**config.mk**
```make
export PLATFORM = sky130hd
export DESIGN_NAME = pis_mul
export DESIGN_NICKNAME = d
export VERILOG_FILES = /design/src/hdl/pis_pkg.sv /design/src/hdl/pis_mul.sv
export SDC_FILE = /design/constraint.sdc
export NUM_CORES = 2
export LEC_CHECK = 0
export BUFFER_PORTS_ARGS = -buffer_cell sky130_fd_sc_hd__buf_4
export CORE_UTILIZATION = 32
export CTS_CLUSTER_DIAMETER = 200
export DETAILED_ROUTE_END_ITERATION = 6
export PLACE_DENSITY_LB_ADDON = 0.05
export SYNTH_ARGS = -nofsm -noshare
export SYNTH_HDL_FRONTEND = slang
export SYNTH_SLANG_ARGS = --single-unit
```
**constraint.sdc**
```tcl
create_clock -name clock -period 21.8 [get_ports clock]
set_clock_uncertainty 0.2 [all_clocks]
set_input_delay 4.36 -clock clock [delete_from_list [all_inputs] [get_ports clock]]
set_output_delay 4.36 -clock clock [all_outputs]
set_load 0.01 [all_outputs]
```
**src/hdl/pis_pkg.sv**
```systemverilog
// Shared constants, tables and helpers for the pendulum integrator.
`default_nettype none
package pis_pkg;

   localparam int ANG_W   = 34;   // working width of the CORDIC angle and vector
   localparam int SUM_W   = 40;   // RK4 increment sums and divider dividend
   localparam int MUL_W   = 33;   // signed operand width of the shared multiplier
   localparam int PROD_W  = 2 * MUL_W;

   localparam logic signed [ANG_W-1:0] ANG_PI      = 34'sd843314857;
   localparam logic signed [ANG_W-1:0] ANG_TWO_PI  = 34'sd1686629713;
   localparam logic signed [ANG_W-1:0] ANG_HALF_PI = 34'sd421657428;
   localparam logic signed [ANG_W-1:0] CORDIC_X0   = 34'sd652032874;

   localparam logic signed [31:0] ANGLE_RESET = 32'sd210828715;
   localparam logic [31:0] GOL_RESET  = 32'd164584489;
   localparam logic [31:0] GAIN_RESET = 32'd16777216;

   localparam logic [7:0] REG_MODE      = 8'd0;
   localparam logic [7:0] REG_FREE_FALL = 8'd1;
   localparam logic [7:0] REG_GOL       = 8'd2;
   localparam logic [7:0] REG_GAIN      = 8'd3;

   localparam logic REQ_TORQUE = 1'b0;
   localparam logic REQ_TICK   = 1'b1;

   function automatic logic signed [ANG_W-1:0] atan_lookup(input logic [4:0] idx);
      logic signed [ANG_W-1:0] v;
      case (idx)
         5'd0:  v = 34'sd210828714;
         5'd1:  v = 34'sd124459457;
         5'd2:  v = 34'sd65760959;
         5'd3:  v = 34'sd33381290;
         5'd4:  v = 34'sd16755422;
         5'd5:  v = 34'sd8385879;
         5'd6:  v = 34'sd4193963;
         5'd7:  v = 34'sd2097109;
         5'd8:  v = 34'sd1048571;
         5'd9:  v = 34'sd524287;
         5'd10: v = 34'sd262144;
         5'd11: v = 34'sd131072;
         5'd12: v = 34'sd65536;
         5'd13: v = 34'sd32768;
         5'd14: v = 34'sd16384;
         5'd15: v = 34'sd8192;
         5'd16: v = 34'sd4096;
         5'd17: v = 34'sd2048;
         5'd18: v = 34'sd1024;
         5'd19: v = 34'sd512;
         5'd20: v = 34'sd256;
         5'd21: v = 34'sd128;
         5'd22: v = 34'sd64;
         5'd23: v = 34'sd32;
         5'd24: v = 34'sd16;
         5'd25: v = 34'sd8;
         5'd26: v = 34'sd4;
         5'd27: v = 34'sd2;
         5'd28: v = 34'sd1;
         default: v = '0;
      endcase
      return v;
   endfunction

   function automatic logic signed [31:0] sat32(input logic signed [63:0] v);
      logic signed [31:0] r;
      if (v > 64'sh0000_0000_7FFF_FFFF) begin
         r = 32'sh7FFF_FFFF;
      end else if (v < -64'sh0000_0000_8000_0000) begin
         r = 32'sh8000_0000;
      end else begin
         r = v[31:0];
      end
      return r;
   endfunction

endpackage
`default_nettype wire

```
**src/hdl/pis_mul.sv**
```systemverilog
// Shared signed 33x33 multiplier with registered product.
`default_nettype none
module pis_mul (
   input  wire logic clock,
   input  wire logic reset,
   input  wire logic start,
   input  wire logic signed [pis_pkg::MUL_W-1:0] op_a,
   input  wire logic signed [pis_pkg::MUL_W-1:0] op_b,
   output logic signed [pis_pkg::PROD_W-1:0] product,
   output logic done
);
   import pis_pkg::*;

   logic signed [PROD_W-1:0] prod_ff;
   logic done_ff;

   always_ff @(posedge clock) begin
      if (reset) begin
         done_ff <= 1'b0;
      end else begin
         done_ff <= start;
      end
      if (start) begin
         prod_ff <= op_a * op_b;
      end
   end

   assign product = prod_ff;
   assign done    = done_ff;
endmodule
`default_nettype wire

```
==> flow_metrics.env <==
export IMPL_status="finished clean"
export IMPL_io_pins=136
export IMPL_synthArstFlopShare_pct=0
export IMPL_cts_tree="done"
export IMPL_netlist_area_leader_share_pct=55.83
export IMPL_dp_hpwl_mm=107.3
export IMPL_tightest_slew_ns=0.8875
export IMPL_hold_buffers=0
export IMPL_clockBufferDepth=2
export IMPL_design_area_um2=43630
export IMPL_ys_types=62
export IMPL_finalHoldViolations=0
export IMPL_grt_pass1_wl_mm=204.8
export IMPL_finalNetCount=5664
export IMPL_fin_crit_ns=12.42
export IMPL_track_usage_pct=21.33
export IMPL_cts_max_level=3
export IMPL_finalWirelength_mm=134.7
export IMPL_io_buffers=135
export IMPL_numCtsBuffers=9
export IMPL_rows=131
export IMPL_clockRootBuffer="clkbuf_16"
export IMPL_die_area_um2=129700
export IMPL_netlist_instances=4304
export IMPL_synth_edf_count=66
export IMPL_gr_total_overflow=0
export IMPL_synth_avg_cell_area_um2=9.538
export IMPL_dr_pass1_iters=6
export IMPL_via_per_inst=4.708
export IMPL_synth_seq_cells=67
export IMPL_initial_core_util_pct=32.23
export IMPL_synth_top_cell_by_area="fa_1"
export IMPL_drv_cap=0
export IMPL_synth_fp_nets=5735
export IMPL_max_freq_mhz=80.48
export IMPL_drive_above_1_share_pct=4.224
export IMPL_area_growth_pct=6.278
export IMPL_synth_area_um2=41050
export IMPL_cts_resized=0
export IMPL_first_iter_violations=1128
export IMPL_die_w_um=360.2
export IMPL_ys_seq_area_share_pct=4.876
export IMPL_ys_flop_type="edfxtp_1"
export IMPL_slew_headroom_pct=40.84
export IMPL_finalSetupViolCount=0
export IMPL_ys_warn_count=0
export IMPL_hp_class="primary input to register"
export IMPL_die_h_um=360.2
export IMPL_antenna_left=0
export IMPL_crit_path_end_kind="register"
export IMPL_whs_ns=3.959
export IMPL_grt_max_degree=61
export IMPL_post_place_ws_ns=9.030
export IMPL_crit_type="primary input to register"
export IMPL_startpoint_type="primary input"
export IMPL_grt_pass1_vias=31730
export IMPL_core_um2=127400
export IMPL_wl_per_cell_um=22.81
export IMPL_drc=0
export IMPL_cts_sinks=67
export IMPL_postCtsSetupRepairBufs=0
export IMPL_path_max_fanout=33
export IMPL_rsz0062_at_grt="no"
export IMPL_arrival_ns=12.32
export IMPL_vias=27800
export IMPL_clk_pin_slew_ns=0.06
export IMPL_synthTopCellsByArea="fa_1 56%, inv_1 10%, and2_1 8.6%"
export IMPL_maxSlewViolCount=0
export IMPL_gp_congestion=0.8136
export IMPL_placed_area_um2=43340
export IMPL_layout_setup_ws_ns=9.375
export IMPL_grt_antenna_before_repair=5
export IMPL_tns_ns=0
export IMPL_cp_required_ns=21.69
export IMPL_fin_crit_sh_pct=56.99
==> final timing paths <==
kind | from | end | slack [ns] | depth (start not counted)
hold / removal | reset | done | 3.96 | 2
setup / recovery | op_a[32] | product[65] | 9.38 | 23
==> cell type report <==
type | count | area, um2
Antenna cell | 5 | 12.51
Fill cell | 13250 | 83730
Tap cell | 1662 | 2079
Clock inverter | 6 | 40.04
Multi-Input combinational cell | 2883 | 33960
Clock buffer | 10 | 239.0
Sequential cell | 67 | 2002
Timing Repair Buffer | 139 | 1044
Inverter | 1133 | 4253
==> layout by cell type (no fill, tap or decap), types with 4 or more instances in the layout <==
cell type / count
fa_1: 1145
inv_1: 1132
and2_1: 562
nand2_1: 543
ha_1: 217
buf_4: 139
a21oi_1: 73
edfxtp_1: 66
xnor2_1: 55
nor2_1: 47
o21ai_0: 37
a21o_1: 28
xor2_1: 20
nand3_1: 18
nand2b_1: 9
a31oi_1: 9
nand4_1: 9
clkbuf_16: 9
o21bai_1: 8
o21a_1: 7
and4_1: 7
nor3_1: 7
and3_1: 7
o211ai_1: 7
diode_2: 5
a211oi_1: 5
nor4_1: 5
o21ai_1: 5
or2_2: 4
a211oi_2: 4
nor2b_1: 4
==> worst max-delay path, stage by stage <==
cell and delay [ns]:
buf_4 0.41, nand2_1 0.17, inv_1 0.16, fa_1 0.50, fa_1 0.57, fa_1 0.95
inv_1 0.21, fa_1 0.60, fa_1 0.45, fa_1 0.57, fa_1 0.44, fa_1 0.49
inv_1 0.04, ha_1 0.36, and4_1 0.28, and3_1 0.24, a31oi_1 0.16, o21ai_0 0.14
a221o_1 0.35, a31oi_2 0.28, o211ai_1 0.20, o41ai_2 0.26, xnor2_1 0.09
==> cells by family after synthesis <==
logic type	after synthesis	share of synthesized area [%]
flip-flops	67	4.876
XOR/XNOR	75	1.600
adder cells (fa/ha/maj)	1362	62.45
AND/OR/NAND/NOR	1229	15.14
buffers and inverters	1354	12.40
AO/OA/AOI/OAI	217	3.538
==> flip-flops by register name, indices dropped and copies added, names as in the netlist <==
signal   cells
product     66
done         1
==> Yosys cell counts (all sizes together) (10+ instances only) <==
| cell type | instances |
|---|---|
| clkbuf | 220 |
| xor2 | 20 |
| a31oi | 10 |
| inv | 1133 |
| a21oi | 73 |
| nand2 | 543 |
| xnor2 | 55 |
| nor2 | 47 |
| ha | 217 |
| fa | 1145 |
| a21o | 28 |
| edfxtp | 66 |
| nand3 | 18 |
| and2 | 563 |
| o21ai | 43 |
==> per-layer routing <==
metal | up-vias | GRT usage (%) | wire length, um
li1 | 12120 | - | -
met1 | 15190 | 25.75 | 53740
met2 | 379 | 41.12 | 75040
met3 | 104 | 1.261 | 2455
met4 | 6 | 4.634 | 3409
met5 | - | 0 | 41
==> metrics by stage <==
stage               utilization [%]  cells
floorplan                         -   4304
global placement              34.03   5884
detailed placement            34.03   5884
CTS                           34.25   5900
global route                  34.25   5900
finish                        34.26   5905
Power is not shown: default switching activity piles up to over one toggle a cycle in this logic, so the estimate is an artifact.
