File: config.mk
export PLATFORM = sky130hd
export DESIGN_NAME = pis_div6
export DESIGN_NICKNAME = d
export VERILOG_FILES = /design/src/hdl/pis_pkg.sv /design/src/hdl/pis_div6.sv
export SDC_FILE = /design/constraint.sdc
export NUM_CORES = 1
export LEC_CHECK = 0
export ABC_AREA = 1
export BUFFER_PORTS_ARGS = -buffer_cell sky130_fd_sc_hd__buf_4
export CELL_PAD_IN_SITES_DETAIL_PLACEMENT = 1
export CELL_PAD_IN_SITES_GLOBAL_PLACEMENT = 2
export CORE_MARGIN = 2
export CORE_UTILIZATION = 30
export DETAILED_ROUTE_END_ITERATION = 10
export PLACE_DENSITY_LB_ADDON = 0.1
export SLEW_MARGIN = 20
export SYNTH_ARGS = -nofsm -noshare
export SYNTH_HDL_FRONTEND = slang
export SYNTH_SLANG_ARGS = --single-unit
File: constraint.sdc
create_clock -name clock -period 11.3 [get_ports clock]
set_clock_uncertainty 0.15 [all_clocks]
set_input_delay 1.695 -clock clock [delete_from_list [all_inputs] [get_ports clock]]
set_output_delay 1.695 -clock clock [all_outputs]
set_load 0.02 [all_outputs]
File: src/hdl/pis_pkg.sv
// Shared constants, tables and helpers for the pendulum integrator.
`default_nettype none
package pis_pkg;

   localparam int ANG_W   = 34;   // working width of the CORDIC angle and vector
   localparam int SUM_W   = 40;   // RK4 increment sums and divider dividend
   localparam int MUL_W   = 33;   // signed operand width of the shared multiplier
   localparam int PROD_W  = 2 * MUL_W;

   localparam logic signed [ANG_W-1:0] ANG_PI      = 34'sd843314857;
   localparam logic signed [ANG_W-1:0] ANG_TWO_PI  = 34'sd1686629713;
   localparam logic signed [ANG_W-1:0] ANG_HALF_PI = 34'sd421657428;
   localparam logic signed [ANG_W-1:0] CORDIC_X0   = 34'sd652032874;

   localparam logic signed [31:0] ANGLE_RESET = 32'sd210828715;
   localparam logic [31:0] GOL_RESET  = 32'd164584489;
   localparam logic [31:0] GAIN_RESET = 32'd16777216;

   localparam logic [7:0] REG_MODE      = 8'd0;
   localparam logic [7:0] REG_FREE_FALL = 8'd1;
   localparam logic [7:0] REG_GOL       = 8'd2;
   localparam logic [7:0] REG_GAIN      = 8'd3;

   localparam logic REQ_TORQUE = 1'b0;
   localparam logic REQ_TICK   = 1'b1;

   function automatic logic signed [ANG_W-1:0] atan_lookup(input logic [4:0] idx);
      logic signed [ANG_W-1:0] v;
      case (idx)
         5'd0:  v = 34'sd210828714;
         5'd1:  v = 34'sd124459457;
         5'd2:  v = 34'sd65760959;
         5'd3:  v = 34'sd33381290;
         5'd4:  v = 34'sd16755422;
         5'd5:  v = 34'sd8385879;
         5'd6:  v = 34'sd4193963;
         5'd7:  v = 34'sd2097109;
         5'd8:  v = 34'sd1048571;
         5'd9:  v = 34'sd524287;
         5'd10: v = 34'sd262144;
         5'd11: v = 34'sd131072;
         5'd12: v = 34'sd65536;
         5'd13: v = 34'sd32768;
         5'd14: v = 34'sd16384;
         5'd15: v = 34'sd8192;
         5'd16: v = 34'sd4096;
         5'd17: v = 34'sd2048;
         5'd18: v = 34'sd1024;
         5'd19: v = 34'sd512;
         5'd20: v = 34'sd256;
         5'd21: v = 34'sd128;
         5'd22: v = 34'sd64;
         5'd23: v = 34'sd32;
         5'd24: v = 34'sd16;
         5'd25: v = 34'sd8;
         5'd26: v = 34'sd4;
         5'd27: v = 34'sd2;
         5'd28: v = 34'sd1;
         default: v = '0;
      endcase
      return v;
   endfunction

   function automatic logic signed [31:0] sat32(input logic signed [63:0] v);
      logic signed [31:0] r;
      if (v > 64'sh0000_0000_7FFF_FFFF) begin
         r = 32'sh7FFF_FFFF;
      end else if (v < -64'sh0000_0000_8000_0000) begin
         r = 32'sh8000_0000;
      end else begin
         r = v[31:0];
      end
      return r;
   endfunction

endpackage
`default_nettype wire

File: src/hdl/pis_div6.sv
// Signed divide by six, truncating toward zero, one byte of the dividend per cycle.
`default_nettype none
module pis_div6 (
   input  wire logic clock,
   input  wire logic reset,
   input  wire logic start,
   input  wire logic signed [pis_pkg::SUM_W-1:0] dividend,
   output logic signed [pis_pkg::SUM_W-1:0] quotient,
   output logic done
);
   import pis_pkg::*;

   localparam int CHUNKS = SUM_W / 8;
   localparam int CNT_W  = $clog2(CHUNKS);
   // ceil(2^14 / 6): exact floor(v / 6) for every v below 6 * 256
   localparam logic [23:0] RECIP6 = 24'd2731;
   localparam logic [10:0] SIX    = 11'd6;

   logic [SUM_W-1:0] mag_ff, quo_ff;
   logic [2:0] rem_ff;
   logic neg_ff, busy_ff, done_ff;
   logic [CNT_W-1:0] cnt_ff;
   logic [10:0] part, back, diff;
   logic [23:0] scaled;
   logic [7:0] digit;

   always_comb begin
      // partial remainder below 6, then the next byte of the magnitude
      part   = {rem_ff, mag_ff[SUM_W-1 -: 8]};
      scaled = {13'd0, part} * RECIP6;
      digit  = scaled[21:14];
      back   = {3'd0, digit} * SIX;
      diff   = part - back;
   end

   always_ff @(posedge clock) begin
      if (reset) begin
         busy_ff <= 1'b0;
         done_ff <= 1'b0;
         cnt_ff  <= '0;
      end else begin
         done_ff <= busy_ff && !start && (cnt_ff == CNT_W'(CHUNKS - 1));
         if (start) begin
            busy_ff <= 1'b1;
            cnt_ff  <= '0;
            rem_ff  <= '0;
            quo_ff  <= '0;
            neg_ff  <= dividend[SUM_W-1];
            mag_ff  <= dividend[SUM_W-1] ? (~dividend + 1'b1) : dividend;
         end else if (busy_ff) begin
            mag_ff <= mag_ff << 8;
            rem_ff <= diff[2:0];
            quo_ff <= {quo_ff[SUM_W-9:0], digit};
            if (cnt_ff == CNT_W'(CHUNKS - 1)) begin
               busy_ff <= 1'b0;
            end else begin
               cnt_ff <= cnt_ff + 1'b1;
            end
         end
      end
   end

   assign quotient = neg_ff ? (~quo_ff + 1'b1) : quo_ff;
   assign done     = done_ff;
endmodule
`default_nettype wire

==> impl_metrics.json <==
{
  "status": "finished clean",
  "rows": 60,
  "postSynthCellCount": 1059,
  "relSlewSlack_pct": 34.00,
  "post_drt_wl_per_cell_um": 16.67,
  "post-route-min-period_ns": 5.259,
  "cts-root-buf": "clkbuf_16",
  "ys_ff_latch": 89,
  "pin_count": 84,
  "yosysUniqueCellTypes": 47,
  "required_ns": 11.25,
  "hold_viol": 0,
  "synth_ff_type": "edfxtp_1",
  "crit_family": "adder cells",
  "cts_buffer_depth": 2,
  "clkLatencyLatePin_ns": 0.35,
  "stdcell_area_um2": 9517,
  "max_stage_delay_ns": 0.53,
  "drt_drc_violations_left": 0,
  "path_class": "flip-flop to flip-flop",
  "finalWirelength_um": 24670,
  "synthToLayoutAreaGrowth_pct": 15.80,
  "die_w_um": 169.5,
  "worst_path_most_repeated_cell": "inv_1",
  "drv_slew": 0,
  "drive_above_1_share_pct": 11.50,
  "dr.pass1.iters": 4,
  "tritoncts": "built",
  "syn-cell-area_um2": 8218,
  "n_antenna_cell": 0,
  "synth_top_area_share_pct": 30.69,
  "grt_pass1_vias": 7596,
  "place_area_um2": 9209,
  "postCtsSetupRepairBufs": 0,
  "fin_ws_ns": 6.041,
  "synth_area_leaders": "edfxtp_1, ha_1, nand2_1",
  "fin_util_pct": 35.31,
  "setup_viol": 0,
  "dp_slack_ns": 6.049,
  "grt_start_max_net_pins": 76,
  "critPathLaunchType": "flip-flop",
  "syn-num-nets": 1206,
  "avgSynthCellArea_um2": 7.760,
  "synth_edf_count": 84,
  "initialDrtViolationCount": 284,
  "grt_pass1_wl_um": 41020,
  "vias": 6939,
  "arrival_ns": 5.21,
  "vias_per_cell": 4.689,
  "finalWeightedCongestion": 0.7746,
  "grt_usage_pct": 18.16,
  "hpwl_um": 19750,
  "ff2ff_setup_slack_ns": 6.04,
  "synth_top_cell_by_area": "edfxtp_1",
  "clkTransAtPathRegs_ns": 0.08,
  "drv_cap": 0,
  "critPathSlowestCell": "fa_1",
  "ys_async_sr_fraction_pct": 0,
  "hold_buffers": 0,
  "core_region_area_um2": 26950,
  "ys_seq_area_share_pct": 31.91,
  "rsz0062_at_grt": "no",
  "p_leak_uw": 0.004456,
  "worstPathCellList": "ha_1, inv_1, fa_1, fa_1, inv_1, fa_1, inv_1, fa_1, inv_1, ha_1, nand2_1, inv_1, nand2_1, inv_1, nand2_1, nand3_1, nand2_1, nand2_1, ha_1, xnor2_1, nand3_1, a21oi_1, nor2_1",
  "ctsResizeCount": 0,
  "clock-sinks": 89,
  "cp-end-kind": "flip-flop",
  "worst_pin_slew_ns": 0.9889,
  "ir_drop_mv": 0.1787,
  "fmax_mhz": 190.1,
  "port_buffers": 83,
  "tns_ns": 0,
  "nets": 1281,
  "fp.dieH_um": 169.5,
  "fillers": 3244,
  "multiInputGateArea_um2": 4840,
  "antenna_found_initial": 0,
  "cts_max_level": 3,
  "fin_crit_sh_pct": 46.54,
  "synthTopCellsByCount": "nand2_1, inv_1, nor2_1, edfxtp_1, ha_1",
  "dieArea_um2": 28730,
  "cts-buffers-inserted": 9,
  "grt_overflow": 0,
  "yosysMostFrequentCell": "nand2_1",
  "critical_path_buf_inv_count": 6,
  "drtAntennaViolNets": 0,
  "p_per_area_nw_per_um2": 299.7,
  "hold_class": "flip-flop to flip-flop",
  "cp_max_fo": 3,
  "regArea_um2": 2623,
  "ys.warnings.count": 0,
  "start_util_pct": 30.49
}
[sequential cells by signal (all words and copies together), names as in the netlist]
name / cells
neg_ff: 1
cnt_ff: 3
busy_ff: 1
rem_ff: 3
mag_ff: 40
quo_ff: 40
done: 1
[routing by layer]
| metal | wire length [um] | up-vias | track usage [%] |
|---|---|---|---|
| met4 | 148 | 0 | 2.787 |
| met5 | 0 | - | 0 |
| li1 | - | 3553 | - |
| met2 | 12030 | 83 | 32.00 |
| met3 | 533 | 11 | 1.959 |
| met1 | 11960 | 3292 | 24.48 |
[worst min-delay path, stage by stage, from the launching register on]
cell     delay, ns
dfxtp_1       0.32
nand2_1       0.07
nor4_1        0.05
[report_power, final]
part           switching (uW)  internal [uW]  total (uW)
clock                     148            152         300
combinational            1320            754        2070
sequential               35.6            443         479
[layout make-up]
cell class	instances	share of cell area (%)
clock buffers	10	2.406
multi-input cells	768	50.85
well taps	341	4.483
inverters	179	7.087
flip-flops and latches	89	27.56
repair buffers	87	7.073
clock inverters	6	0.5390
[path summary, 6_finish.rpt]
kind | start | endpoint | cells after the start
max reg2reg | mag_ff[39] | rem_ff[2] | 23
min reg2reg | cnt_ff[2] | done | 2
max | mag_ff[39] | rem_ff[2] | 23
min | cnt_ff[2] | done | 2
[logic make-up after synthesis]
kind of cell / Yosys count / share of synthesized area [%]
AND/OR/NAND/NOR: 495 / 26.05
XOR/XNOR: 60 / 6.395
buffers and inverters: 202 / 9.333
AO/OA/AOI/OAI: 109 / 7.552
flip-flops: 89 / 31.91
adder cells (fa/ha/maj): 104 / 18.76
[per-stage QoR]
stage | hold WS [ns] | total power [uW] | instances
after floorplan | 0.2858 | 1994 | 1059
after global placement | 0.3061 | 2587 | 1463
after detailed placement | 0.3112 | 2594 | 1463
after CTS | 0.3255 | 2916 | 1479
after global routing | 0.3621 | 3267 | 1480
final | 0.3250 | 2852 | 1480
[placed cells by master (no fill, tap or decap), types with 11 or more instances in the layout]
cell	synthesis	final
ha_1	72	72
a21oi_1	41	40
nor2_1	161	161
o21ai_0	36	36
fa_1	32	32
edfxtp_1	84	84
nand3_1	56	56
nand2_1	215	215
inv_1	174	174
buf_4	1	86
nor3_1	18	18
xor2_1	51	51
nand4_1	16	16
a31oi_1	11	11
(Power assumes the default switching activity.)
