==> config.mk <==
export PLATFORM = sky130hd
export DESIGN_NAME = pis_cordic
export DESIGN_NICKNAME = d
export VERILOG_FILES = /design/src/hdl/pis_pkg.sv /design/src/hdl/pis_cordic.sv
export SDC_FILE = /design/constraint.sdc
export NUM_CORES = 1
export LEC_CHECK = 0
export BUFFER_PORTS_ARGS = -buffer_cell sky130_fd_sc_hd__buf_2
export CORE_AREA = 10 10 228 230
export CTS_BUF_LIST = sky130_fd_sc_hd__clkbuf_8 sky130_fd_sc_hd__clkbuf_16
export CTS_CLUSTER_DIAMETER = 150
export DETAILED_ROUTE_END_ITERATION = 8
export DIE_AREA = 0 0 238 240
export SYNTH_ARGS = -nofsm -noshare
export SYNTH_HDL_FRONTEND = slang
export SYNTH_SLANG_ARGS = --single-unit
==> constraint.sdc <==
create_clock -name clock -period 9 [get_ports clock]
set_input_delay 0.9 -clock clock [delete_from_list [all_inputs] [get_ports clock]]
set_output_delay 0.9 -clock clock [all_outputs]
set_load 0.005 [all_outputs]
==> src/hdl/pis_pkg.sv <==
// Shared constants, tables and helpers for the pendulum integrator.
`default_nettype none
package pis_pkg;

   localparam int ANG_W   = 34;   // working width of the CORDIC angle and vector
   localparam int SUM_W   = 40;   // RK4 increment sums and divider dividend
   localparam int MUL_W   = 33;   // signed operand width of the shared multiplier
   localparam int PROD_W  = 2 * MUL_W;

   localparam logic signed [ANG_W-1:0] ANG_PI      = 34'sd843314857;
   localparam logic signed [ANG_W-1:0] ANG_TWO_PI  = 34'sd1686629713;
   localparam logic signed [ANG_W-1:0] ANG_HALF_PI = 34'sd421657428;
   localparam logic signed [ANG_W-1:0] CORDIC_X0   = 34'sd652032874;

   localparam logic signed [31:0] ANGLE_RESET = 32'sd210828715;
   localparam logic [31:0] GOL_RESET  = 32'd164584489;
   localparam logic [31:0] GAIN_RESET = 32'd16777216;

   localparam logic [7:0] REG_MODE      = 8'd0;
   localparam logic [7:0] REG_FREE_FALL = 8'd1;
   localparam logic [7:0] REG_GOL       = 8'd2;
   localparam logic [7:0] REG_GAIN      = 8'd3;

   localparam logic REQ_TORQUE = 1'b0;
   localparam logic REQ_TICK   = 1'b1;

   function automatic logic signed [ANG_W-1:0] atan_lookup(input logic [4:0] idx);
      logic signed [ANG_W-1:0] v;
      case (idx)
         5'd0:  v = 34'sd210828714;
         5'd1:  v = 34'sd124459457;
         5'd2:  v = 34'sd65760959;
         5'd3:  v = 34'sd33381290;
         5'd4:  v = 34'sd16755422;
         5'd5:  v = 34'sd8385879;
         5'd6:  v = 34'sd4193963;
         5'd7:  v = 34'sd2097109;
         5'd8:  v = 34'sd1048571;
         5'd9:  v = 34'sd524287;
         5'd10: v = 34'sd262144;
         5'd11: v = 34'sd131072;
         5'd12: v = 34'sd65536;
         5'd13: v = 34'sd32768;
         5'd14: v = 34'sd16384;
         5'd15: v = 34'sd8192;
         5'd16: v = 34'sd4096;
         5'd17: v = 34'sd2048;
         5'd18: v = 34'sd1024;
         5'd19: v = 34'sd512;
         5'd20: v = 34'sd256;
         5'd21: v = 34'sd128;
         5'd22: v = 34'sd64;
         5'd23: v = 34'sd32;
         5'd24: v = 34'sd16;
         5'd25: v = 34'sd8;
         5'd26: v = 34'sd4;
         5'd27: v = 34'sd2;
         5'd28: v = 34'sd1;
         default: v = '0;
      endcase
      return v;
   endfunction

   function automatic logic signed [31:0] sat32(input logic signed [63:0] v);
      logic signed [31:0] r;
      if (v > 64'sh0000_0000_7FFF_FFFF) begin
         r = 32'sh7FFF_FFFF;
      end else if (v < -64'sh0000_0000_8000_0000) begin
         r = 32'sh8000_0000;
      end else begin
         r = v[31:0];
      end
      return r;
   endfunction

endpackage
`default_nettype wire

==> src/hdl/pis_cordic.sv <==
// Iterative rotation-mode CORDIC sine, one micro-rotation per cycle.
`default_nettype none
module pis_cordic #(
   parameter int ITERATIONS = 24
) (
   input  wire logic clock,
   input  wire logic reset,
   input  wire logic start,
   input  wire logic signed [31:0] theta,
   output logic signed [pis_pkg::MUL_W-1:0] sine,
   output logic done
);
   import pis_pkg::*;

   localparam int CW = (ITERATIONS > 1) ? $clog2(ITERATIONS) : 1;

   logic signed [ANG_W-1:0] x_ff, y_ff, z_ff;
   logic [CW-1:0] cnt_ff;
   logic busy_ff, done_ff;
   logic signed [ANG_W-1:0] t0, t1, t2, dx, dy, at;
   logic [4:0] idx;

   always_comb begin
      t0 = {{(ANG_W-32){theta[31]}}, theta};
      if (t0 > ANG_PI) begin
         t1 = t0 - ANG_TWO_PI;
      end else if (t0 < -ANG_PI) begin
         t1 = t0 + ANG_TWO_PI;
      end else begin
         t1 = t0;
      end
      // mirror about +-pi/2 so the rotation converges
      if (t1 > ANG_HALF_PI) begin
         t2 = ANG_PI - t1;
      end else if (t1 < -ANG_HALF_PI) begin
         t2 = -ANG_PI - t1;
      end else begin
         t2 = t1;
      end
      idx = 5'(cnt_ff);
      dx  = y_ff >>> idx;
      dy  = x_ff >>> idx;
      at  = atan_lookup(idx);
   end

   always_ff @(posedge clock) begin
      if (reset) begin
         busy_ff <= 1'b0;
         done_ff <= 1'b0;
         cnt_ff  <= '0;
      end else begin
         done_ff <= busy_ff && !start && (cnt_ff == CW'(ITERATIONS - 1));
         if (start) begin
            busy_ff <= 1'b1;
            cnt_ff  <= '0;
            x_ff    <= CORDIC_X0;
            y_ff    <= '0;
            z_ff    <= t2;
         end else if (busy_ff) begin
            if (z_ff >= 0) begin
               x_ff <= x_ff - dx;
               y_ff <= y_ff + dy;
               z_ff <= z_ff - at;
            end else begin
               x_ff <= x_ff + dx;
               y_ff <= y_ff - dy;
               z_ff <= z_ff + at;
            end
            if (cnt_ff == CW'(ITERATIONS - 1)) begin
               busy_ff <= 1'b0;
            end else begin
               cnt_ff <= cnt_ff + 1'b1;
            end
         end
      end
   end

   assign sine = y_ff[MUL_W-1:0];
   assign done = done_ff;
endmodule
`default_nettype wire

==> results of run 1 <==
-- stage by stage --
stage / hold slack [ns] / cells / cell area (µm²) / worst slack (ns) / utilization
global route: 0.6365 / 2848 / 20140 / 1.164 / 0.4254
CTS: 0.6190 / 2848 / 20140 / 1.819 / 0.4254
floorplan: 0.5868 / 2231 / 18770 / 2.573 / -
finish: 0.6629 / 2848 / 20140 / 1.807 / 0.4254
detailed placement: 0.7124 / 2816 / 19560 / 1.830 / 0.4131
global placement: 0.6858 / 2816 / 19560 / 1.994 / 0.4131
-- layer usage --
metal | track usage | part of all wire
met1 | 0.2472 | 0.43
met2 | 0.3281 | 0.47
met3 | 0.03973 | 0.063
met4 | 0.07262 | 0.033
met5 | 0 | 0.00012
-- layout make-up --
| class | count | area, µm² | area share |
|---|---|---|---|
| Clock buffer | 20 | 489.2 | 0.02429 |
| Clock inverter | 12 | 97.59 | 0.004845 |
| Inverter | 76 | 285.3 | 0.01416 |
| Multi-Input combinational cell | 1902 | 14240 | 0.7069 |
| Sequential cell | 137 | 3771 | 0.1872 |
| Tap cell | 615 | 769.5 | 0.03820 |
| Timing Repair Buffer | 86 | 490.5 | 0.02435 |
-- placed cells by master, fill, tap and decap left out, types with 61 or more instances in the layout --
| cell type | count |
|---|---|
| inv_1 | 73 |
| nor3_1 | 61 |
| nor2_1 | 216 |
| nand3_1 | 61 |
| mux4_2 | 89 |
| ha_1 | 115 |
| edfxtp_1 | 102 |
| nand2_1 | 207 |
| o21ai_0 | 156 |
| buf_2 | 67 |
| xnor2_1 | 124 |
| xor2_1 | 99 |
| a21oi_1 | 140 |
-- worst max-delay path: stages (launching register included) --
cell       delay (ns)
dfxtp_2          0.67
buf_4            0.51
mux2_2           0.41
mux4_2           0.50
mux2i_1          0.23
o21ai_1          0.16
or4_1            0.52
or3_1            0.46
nand2_1          0.11
xnor2_1          0.12
ha_1             0.27
inv_1            0.08
o21bai_1         0.12
a21o_1           0.20
a221oi_1         0.55
o21ai_0          0.23
a2111oi_0        0.56
nor2_1           0.16
a211oi_1         0.37
o31ai_1          0.15
o21ai_0          0.22
a21oi_1          0.11
xnor2_1          0.14
nor2_1           0.05
-- worst max path at each step --
| stage | to | slack [ns] | cells after the start |
|---|---|---|---|
| floorplan | y_ff[30] | 2.57 | 25 |
| finish | y_ff[32] | 1.81 | 23 |
| CTS | y_ff[32] | 1.82 | 23 |
| detailed placement | y_ff[32] | 1.83 | 23 |
| global route | y_ff[32] | 1.16 | 23 |
| global placement | y_ff[32] | 1.99 | 23 |
-- logic make-up (layout without fill, tap and decap cells) --
kind of cell | count (synthesis) | count (layout) | share of synthesized area
AO/OA/AOI/OAI | 639 | 639 | 0.2304
XOR/XNOR | 227 | 227 | 0.1075
multiplexers | 164 | 164 | 0.1488
AND/OR/NAND/NOR | 754 | 754 | 0.1917
flip-flops | 137 | 137 | 0.2005
adder cells (fa/ha/maj) | 118 | 118 | 0.07986
buffers and inverters | 192 | 194 | 0.04126
-- where the power goes --
group          switching, mW  internal, mW  leakage, nW  total, mW
Clock                  0.300         0.415        0.304      0.716
Sequential             0.240         0.905         1.26       1.15
Combinational           1.77          1.41         6.11       3.18
Total                   2.31          2.73         7.67       5.04
-- flip-flops by register name, indices dropped and copies added (netlist names) --
name	count
busy_ff	1
y_ff	34
cnt_ff	5
z_ff	34
done	1
at	28
x_ff	34
==> results.json, run 1 <==
{
  "outcome": "complete, no violations",
  "core-area_um2": 47350,
  "numPortBuffers": 68,
  "ff2ff_setup_slack_ns": 1.81,
  "clock-root-buffer": "clkbuf_16",
  "hold_violations": 0,
  "p_leak_nw": 7.673,
  "r2r-start": "cnt_ff[1]",
  "cts_made_buffers": 17,
  "start_kind": "flip-flop",
  "grt_pass1_wl_mm": 90.47,
  "synth_area_um2": 18770,
  "min_path_cells": 2,
  "grt_antenna_before_repair": 1,
  "drv_cap": 0,
  "yosys.area.top_type": "edfxtp_1",
  "hpwl_mm": 43.83,
  "ys_seq_area_frac": 0.2005,
  "timing_worst_setup_path_type": "reg -> reg",
  "fmax_mhz": 139.0,
  "rows": 80,
  "cts_hold_buf": 0,
  "setup_viol": 0,
  "overflow": 0,
  "diodes": 0,
  "num_io_pins": 69,
  "n_fill_cell": 4743,
  "synth_top_cells_by_area": "edfxtp_1 16%, mux4_2 11%, ha_1 7.7%",
  "final-max-slew-violation-count": 0,
  "synthTopCellsByCount": "217 x nor2_1, 207 x nand2_1, 156 x o21ai_0",
  "final_nets": 2373,
  "start_util": 0.3965,
  "startpoint": "cnt_ff[1]",
  "crit_fanout": 38,
  "finalSetupTns_ns": 0,
  "period_share": 0.7992,
  "grt_pass1_vias": 16574,
  "hold_path_class": "in -> reg",
  "ys_warn_count": 0,
  "dieArea_um2": 57120,
  "ant_nets": 0,
  "hold_start": "reset",
  "die_h_um": 240,
  "crit_arrival_ns": 7.41,
  "layout_min_cycle_time_ns": 7.193,
  "synth_top_flop_cell": "edfxtp_1",
  "cts_repair_resize_count": 0,
  "place_congestion": 0.9083,
  "hold_end": "busy_ff",
  "clk_latency_ns": 0.49,
  "timing_worst_slew_pin_value_ns": 1.329,
  "firstDrtPassIters": 7,
  "grt_max_degree": 101,
  "relSlewSlack": 0.1046,
  "track_usage": 0.1967,
  "dieWidth_um": 238,
  "wl_per_cell_um": 20.13,
  "grt_setup_unrepaired": "no",
  "yosys_register_bits": 137,
  "synth_top_cell_area_share": 0.1632,
  "viasPerCell": 6.192,
  "total_power_mw": 5.041,
  "clock_path_buffers": 2,
  "clock_sinks": 137,
  "syn_nets": 2384,
  "drtIter0Drc": 1380,
  "r2r_cells": 23,
  "ir_worst_vdd_v": 0.0001911,
  "synth_cell_types": 102,
  "drive_gt1_frac": 0.1330,
  "ctsHtreeMaxLevel": 4,
  "post_cts_buffers": 0,
  "setup.worst_path.end_class": "flip-flop",
  "vias": 17635,
  "synth-edff-count": 102,
  "timing.rr.end": "y_ff[32]",
  "postSynthCellCount": 2231,
  "finClkSkew_ns": 0.009496,
  "crit_required_ns": 9.22,
  "syn_area_per_cell_um2": 8.413,
  "ys_async_sr_fraction": 0,
  "synthToLayoutAreaGrowth_pct": 7.313,
  "powerDensity_nw_per_um2": 250.2,
  "synth.most_common_cell": "nor2_1",
  "tritoncts": "done",
  "drc_errors": 0,
  "clk_pin_slew_ns": 0.06,
  "wirelength_mm": 57.33
}
Note: power is estimated with default switching activity, not from simulation.
==> run 2, diff against run 1 <==
- clock period: 9 -> 7.55 ns (I/O delays scaled with it)
==> results.json, run 2 (synthesis results as in run 1) <==
{
  "crit_fanout": 25,
  "hpwl_mm": 44.39,
  "register_area_um2": 3771,
  "ant_nets": 0,
  "multi_input_comb_area_um2": 14240,
  "hold_violations": 0,
  "diodes": 0,
  "vias": 17724,
  "dr_wl_met3_mm": 3.870,
  "setup_viol": 0,
  "fmax_mhz": 144.9,
  "die_h_um": 240,
  "relSlewSlack": 0.3368,
  "clk_latency_ns": 0.45,
  "track_usage": 0.1987,
  "synthToLayoutAreaGrowth_pct": 7.932,
  "finClkSkew_ns": 0.01023,
  "rows": 80,
  "grt_max_degree": 74,
  "grt_pass1_wl_mm": 92.14,
  "period_share": 0.9140,
  "setup.worst_path.end_class": "flip-flop",
  "p_leak_nw": 7.726,
  "reg_top3": "x_ff: 34 flops, y_ff: 34 flops, z_ff: 34 flops",
  "wl_met2_mm": 27.63,
  "viasPerCell": 6.204,
  "firstDrtPassIters": 6,
  "timing_worst_setup_path_type": "reg -> reg",
  "layout_min_cycle_time_ns": 6.901,
  "hold_path_class": "in -> reg",
  "mostFrequentLayoutCells": "216 x nor2_1, 207 x nand2_1, 156 x o21ai_0, 140 x a21oi_1, 124 x xnor2_1",
  "cts_hold_buf": 0,
  "finish.instance_area_um2": 20260,
  "drive_gt1_frac": 0.1356,
  "timing_worst_slew_pin_value_ns": 0.9794,
  "final_common_cell": "nor2_1",
  "crit_chain": "buf_4, mux4_2, mux2_2, o21ai_0, mux2i_1, or4_1, or3_1, o41ai_1, xor2_1, ha_1, nand3_1, o32ai_1, o311ai_0, a21boi_0, o41a_1, a41oi_1, a311oi_1, nand4_1, a31oi_1, xnor2_1, nor2_1",
  "dieWidth_um": 238,
  "drv_cap": 0,
  "clock-root-buffer": "clkbuf_16",
  "numPortBuffers": 68,
  "drc_errors": 0,
  "grt_antenna_before_repair": 1,
  "placed_cell_area_um2": 19620,
  "clk_pin_slew_ns": 0.06,
  "start_kind": "flip-flop",
  "num_io_pins": 69,
  "finalSetupTns_ns": 0,
  "clock_sinks": 137,
  "cts_made_buffers": 17,
  "cpMaxStageDelayCell": "dfxtp_4",
  "tritoncts": "done",
  "wl_met1_mm": 24.95,
  "n_fill_cell": 4679,
  "final-max-slew-violation-count": 0,
  "ir_worst_vdd_v": 0.0002149,
  "grt_setup_unrepaired": "no",
  "top_layer": "met5",
  "drtIter0Drc": 1509,
  "wl_per_cell_um": 20.29,
  "hold_ws_ns": 0.5457,
  "ctsHtreeMaxLevel": 4,
  "crit_arrival_ns": 7.08,
  "overflow": 0,
  "place_congestion": 0.9220,
  "crit_path_max_incr_delay_ns": 0.61,
  "start_util": 0.3965,
  "grt_pass1_vias": 17090,
  "powerDensity_nw_per_um2": 301.7,
  "final_nets": 2382,
  "core-area_um2": 47350,
  "dieArea_um2": 57120,
  "total_power_mw": 6.113,
  "outcome": "complete, no violations",
  "crit_required_ns": 7.72,
  "wirelength_mm": 57.98,
  "clock_path_buffers": 2
}
[run 2: cell type report]
class	count	area share
Clock buffer	17	0.02100
Clock inverter	15	0.01031
Inverter	76	0.01408
Multi-Input combinational cell	1902	0.7029
Sequential cell	137	0.1861
Tap cell	615	0.03798
Timing Repair Buffer	95	0.02754
[run 2: stage by stage]
stage	instances	worst slack, ns	utilization
2_1_floorplan	2231	1.123	-
3_3_place_gp	2825	0.6581	0.4145
3_5_place_dp	2825	0.6098	0.4145
4_1_cts	2857	0.5743	0.4279
5_1_grt	2857	0.03292	0.4279
6_report	2857	0.6491	0.4279
[run 2: worst max-delay path: cells and delay by family (launching register included)]
family	cells	cell delay, ns
adder cells (fa/ha/maj)	1	0.42
flip-flops	1	0.61
multiplexers	3	1.04
AND/OR/NAND/NOR	5	1.44
AO/OA/AOI/OAI	9	2.49
buffers and inverters	1	0.34
XOR/XNOR	2	0.27
[run 2: layer usage]
| metal | global-route usage | up-vias |
|---|---|---|
| met4 | 0.06524 | 2 |
| met2 | 0.3345 | 696 |
| li1 | - | 8417 |
| met5 | 0 | - |
| met1 | 0.2538 | 8521 |
| met3 | 0.03412 | 88 |
[run 2: path summary, 6_finish.rpt]
check        slack [ns]  endpoint       from  cells after the start
max                0.65  y_ff[33]  cnt_ff[0]                     21
min                0.55   busy_ff      reset                      2
max reg2reg        0.65  y_ff[33]  cnt_ff[0]                     21
min reg2reg        0.75   z_ff[0]      at[0]                      2
[run 2: report_power, final]
part / total [mW] / internal, mW / switching [mW]
Clock: 0.930 / 0.580 / 0.349
Combinational: 3.86 / 1.69 / 2.17
Sequential: 1.32 / 1.08 / 0.245
[run 2: what timing repair did]
| item | in CTS | in global routing |
|---|---|---|
| resized for setup | 0 | 1 |
| setup buffers | 0 | 0 |
| endpoints found under the setup margin | 0 | 1 |
==> run 3, diff against run 2 <==
- BUFFER_PORTS_ARGS: -buffer_cell sky130_fd_sc_hd__buf_2 -> not set
- CTS_BUF_LIST: sky130_fd_sc_hd__clkbuf_8 sky130_fd_sc_hd__clkbuf_16 -> not set
- DONT_BUFFER_PORTS: not set -> 1
- PLACE_DENSITY_LB_ADDON: not set -> 0.1
==> results.json, run 3 (synthesis results as in run 1) <==
{
  "r2r-start": "cnt_ff[0]",
  "dp_slack_ns": 0.6324,
  "die_h_um": 240,
  "finClkSkew_ns": 0.01375,
  "rows": 80,
  "num_io_pins": 69,
  "crit_required_ns": 7.78,
  "clk_latency_ns": 0.47,
  "ctsHtreeMaxLevel": 4,
  "dieArea_um2": 57120,
  "track_usage": 0.2079,
  "n_fill_cell": 4740,
  "p_clk_frac": 0.142,
  "grt_pass1_wl_mm": 94.30,
  "combPwrFrac": 0.631,
  "p_leak_nw": 7.420,
  "clock-root-buffer": "clkbuf_16",
  "cts_hold_buf": 0,
  "relSlewSlack": 0.1994,
  "start_util": 0.3965,
  "drv_cap": 0,
  "timing_worst_slew_pin_value_ns": 1.188,
  "core-area_um2": 47350,
  "placed_cell_area_um2": 19290,
  "wirelength_mm": 60.30,
  "overflow": 0,
  "dieWidth_um": 238,
  "firstDrtPassIters": 5,
  "diodes": 0,
  "start_kind": "flip-flop",
  "drc_errors": 0,
  "p_sw_frac": 0.4602,
  "ff2ff_setup_slack_ns": 0.69,
  "reg_top3": "x_ff: 34 flops, y_ff: 34 flops, z_ff: 34 flops",
  "clock_path_buffers": 2,
  "hold_path_class": "in -> reg",
  "r2r_cells": 22,
  "final_nets": 2314,
  "post_cts_buffers": 0,
  "vias": 17250,
  "cts_made_buffers": 17,
  "place_congestion": 0.8768,
  "numPortBuffers": 0,
  "grt_max_degree": 105,
  "finish.instance_area_um2": 19870,
  "mostFrequentLayoutCells": "216 x nor2_1, 207 x nand2_1, 156 x o21ai_0, 140 x a21oi_1, 124 x xnor2_1",
  "final_common_cell": "nor2_1",
  "crit_fanout": 27,
  "hpwl_mm": 46.58,
  "drtIter0Drc": 1254,
  "sequentialPowerShare": 0.226,
  "viasPerCell": 6.185,
  "wl_per_cell_um": 21.62,
  "hold_ws_ns": 0.3521,
  "fmax_mhz": 145.9,
  "hold_end": "busy_ff",
  "powerDensity_nw_per_um2": 300.5,
  "fin_util": 0.4197,
  "layoutNonFillerInstCount": 2789,
  "fin_ws_ns": 0.6942,
  "dp.cells": 2757,
  "grt_antenna_before_repair": 1,
  "setup_viol": 0,
  "p_sw_mw": 2.748,
  "grt_pass1_vias": 16601,
  "layout_min_cycle_time_ns": 6.856,
  "crit_arrival_ns": 7.08,
  "timing.rr.end": "y_ff[33]",
  "ir_worst_vdd_v": 0.0001915,
  "power.internal_mw": 3.223,
  "outcome": "complete, no violations",
  "clock_sinks": 137,
  "ant_nets": 0,
  "synthToLayoutAreaGrowth_pct": 5.859,
  "clk_pin_slew_ns": 0.06,
  "final-max-slew-violation-count": 0,
  "timing_worst_setup_path_type": "reg -> reg",
  "setup.worst_path.end_class": "flip-flop",
  "tritoncts": "done",
  "min_path_cells": 1,
  "cts_repair_resize_count": 0,
  "hold_violations": 0,
  "drive_gt1_frac": 0.1099,
  "hold_start": "reset",
  "period_share": 0.9081
}
run 3: critical path: stages, from the launching register on:
cell      delay [ns]
dfxtp_4         0.66
buf_4           0.29
mux4_2          0.54
mux2i_1         0.22
mux2i_1         0.14
mux2i_1         0.29
o21ai_1         0.17
or4_1           0.53
or3_1           0.47
o41ai_1         0.42
xor2_1          0.13
ha_1            0.42
nand3_1         0.12
o32ai_1         0.32
o311ai_0        0.17
a21boi_0        0.30
o41a_1          0.22
a41oi_1         0.23
a311oi_1        0.42
nand4_1         0.17
a31oi_1         0.20
xnor2_1         0.14
nor2_1          0.05
run 3: power by group through the flow:
stage,clock (mW),combinational (mW),sequential (mW)
3_5_place_dp,0,3.73,1.36
6_report,0.850,3.77,1.35
4_1_cts,0.875,3.76,1.35
5_1_grt,0.896,4.20,1.37
3_3_place_gp,0,3.70,1.36
2_1_floorplan,0,3.01,1.21
run 3: per-layer routing:
| layer | GRT usage | wire length [µm] | part of all wire | up-vias |
|---|---|---|---|---|
| met1 | 0.2462 | 25340 | 0.42 | 8409 |
| met2 | 0.3664 | 30100 | 0.50 | 436 |
| met4 | 0.08175 | 2018 | 0.033 | 2 |
| li1 | - | - | - | 8300 |
| met5 | 0 | 16 | 0.00027 | - |
| met3 | 0.03778 | 2828 | 0.047 | 103 |
run 3: area by class of cell:
| type | instances | area [µm²] | area share |
|---|---|---|---|
| Sequential cell | 137 | 3771 | 0.1898 |
| Clock inverter | 7 | 53.80 | 0.002708 |
| Clock buffer | 25 | 528.0 | 0.02657 |
| Multi-Input combinational cell | 1902 | 14250 | 0.7170 |
| Timing Repair Buffer | 27 | 215.2 | 0.01083 |
| Tap cell | 615 | 769.5 | 0.03873 |
| Inverter | 76 | 285.3 | 0.01436 |
run 3: worst max path at each step:
stage | slack, ns | startpoint | cells after the start | to
finish | 0.69 | cnt_ff[0] | 22 | y_ff[33]
global route | -0.009 | cnt_ff[0] | 24 | y_ff[32]
CTS | 0.61 | cnt_ff[0] | 24 | y_ff[32]
detailed placement | 0.63 | cnt_ff[0] | 24 | y_ff[32]
global placement | 0.69 | cnt_ff[0] | 23 | y_ff[32]
floorplan | 1.12 | cnt_ff[0] | 25 | y_ff[30]
run 3: stage by stage:
stage | power, mW | TNS [ns]
after floorplan | 4.214 | 0
after global placement | 5.061 | 0
after detailed placement | 5.093 | 0
after CTS | 5.984 | 0
after global routing | 6.464 | -0.009170
final | 5.971 | 0
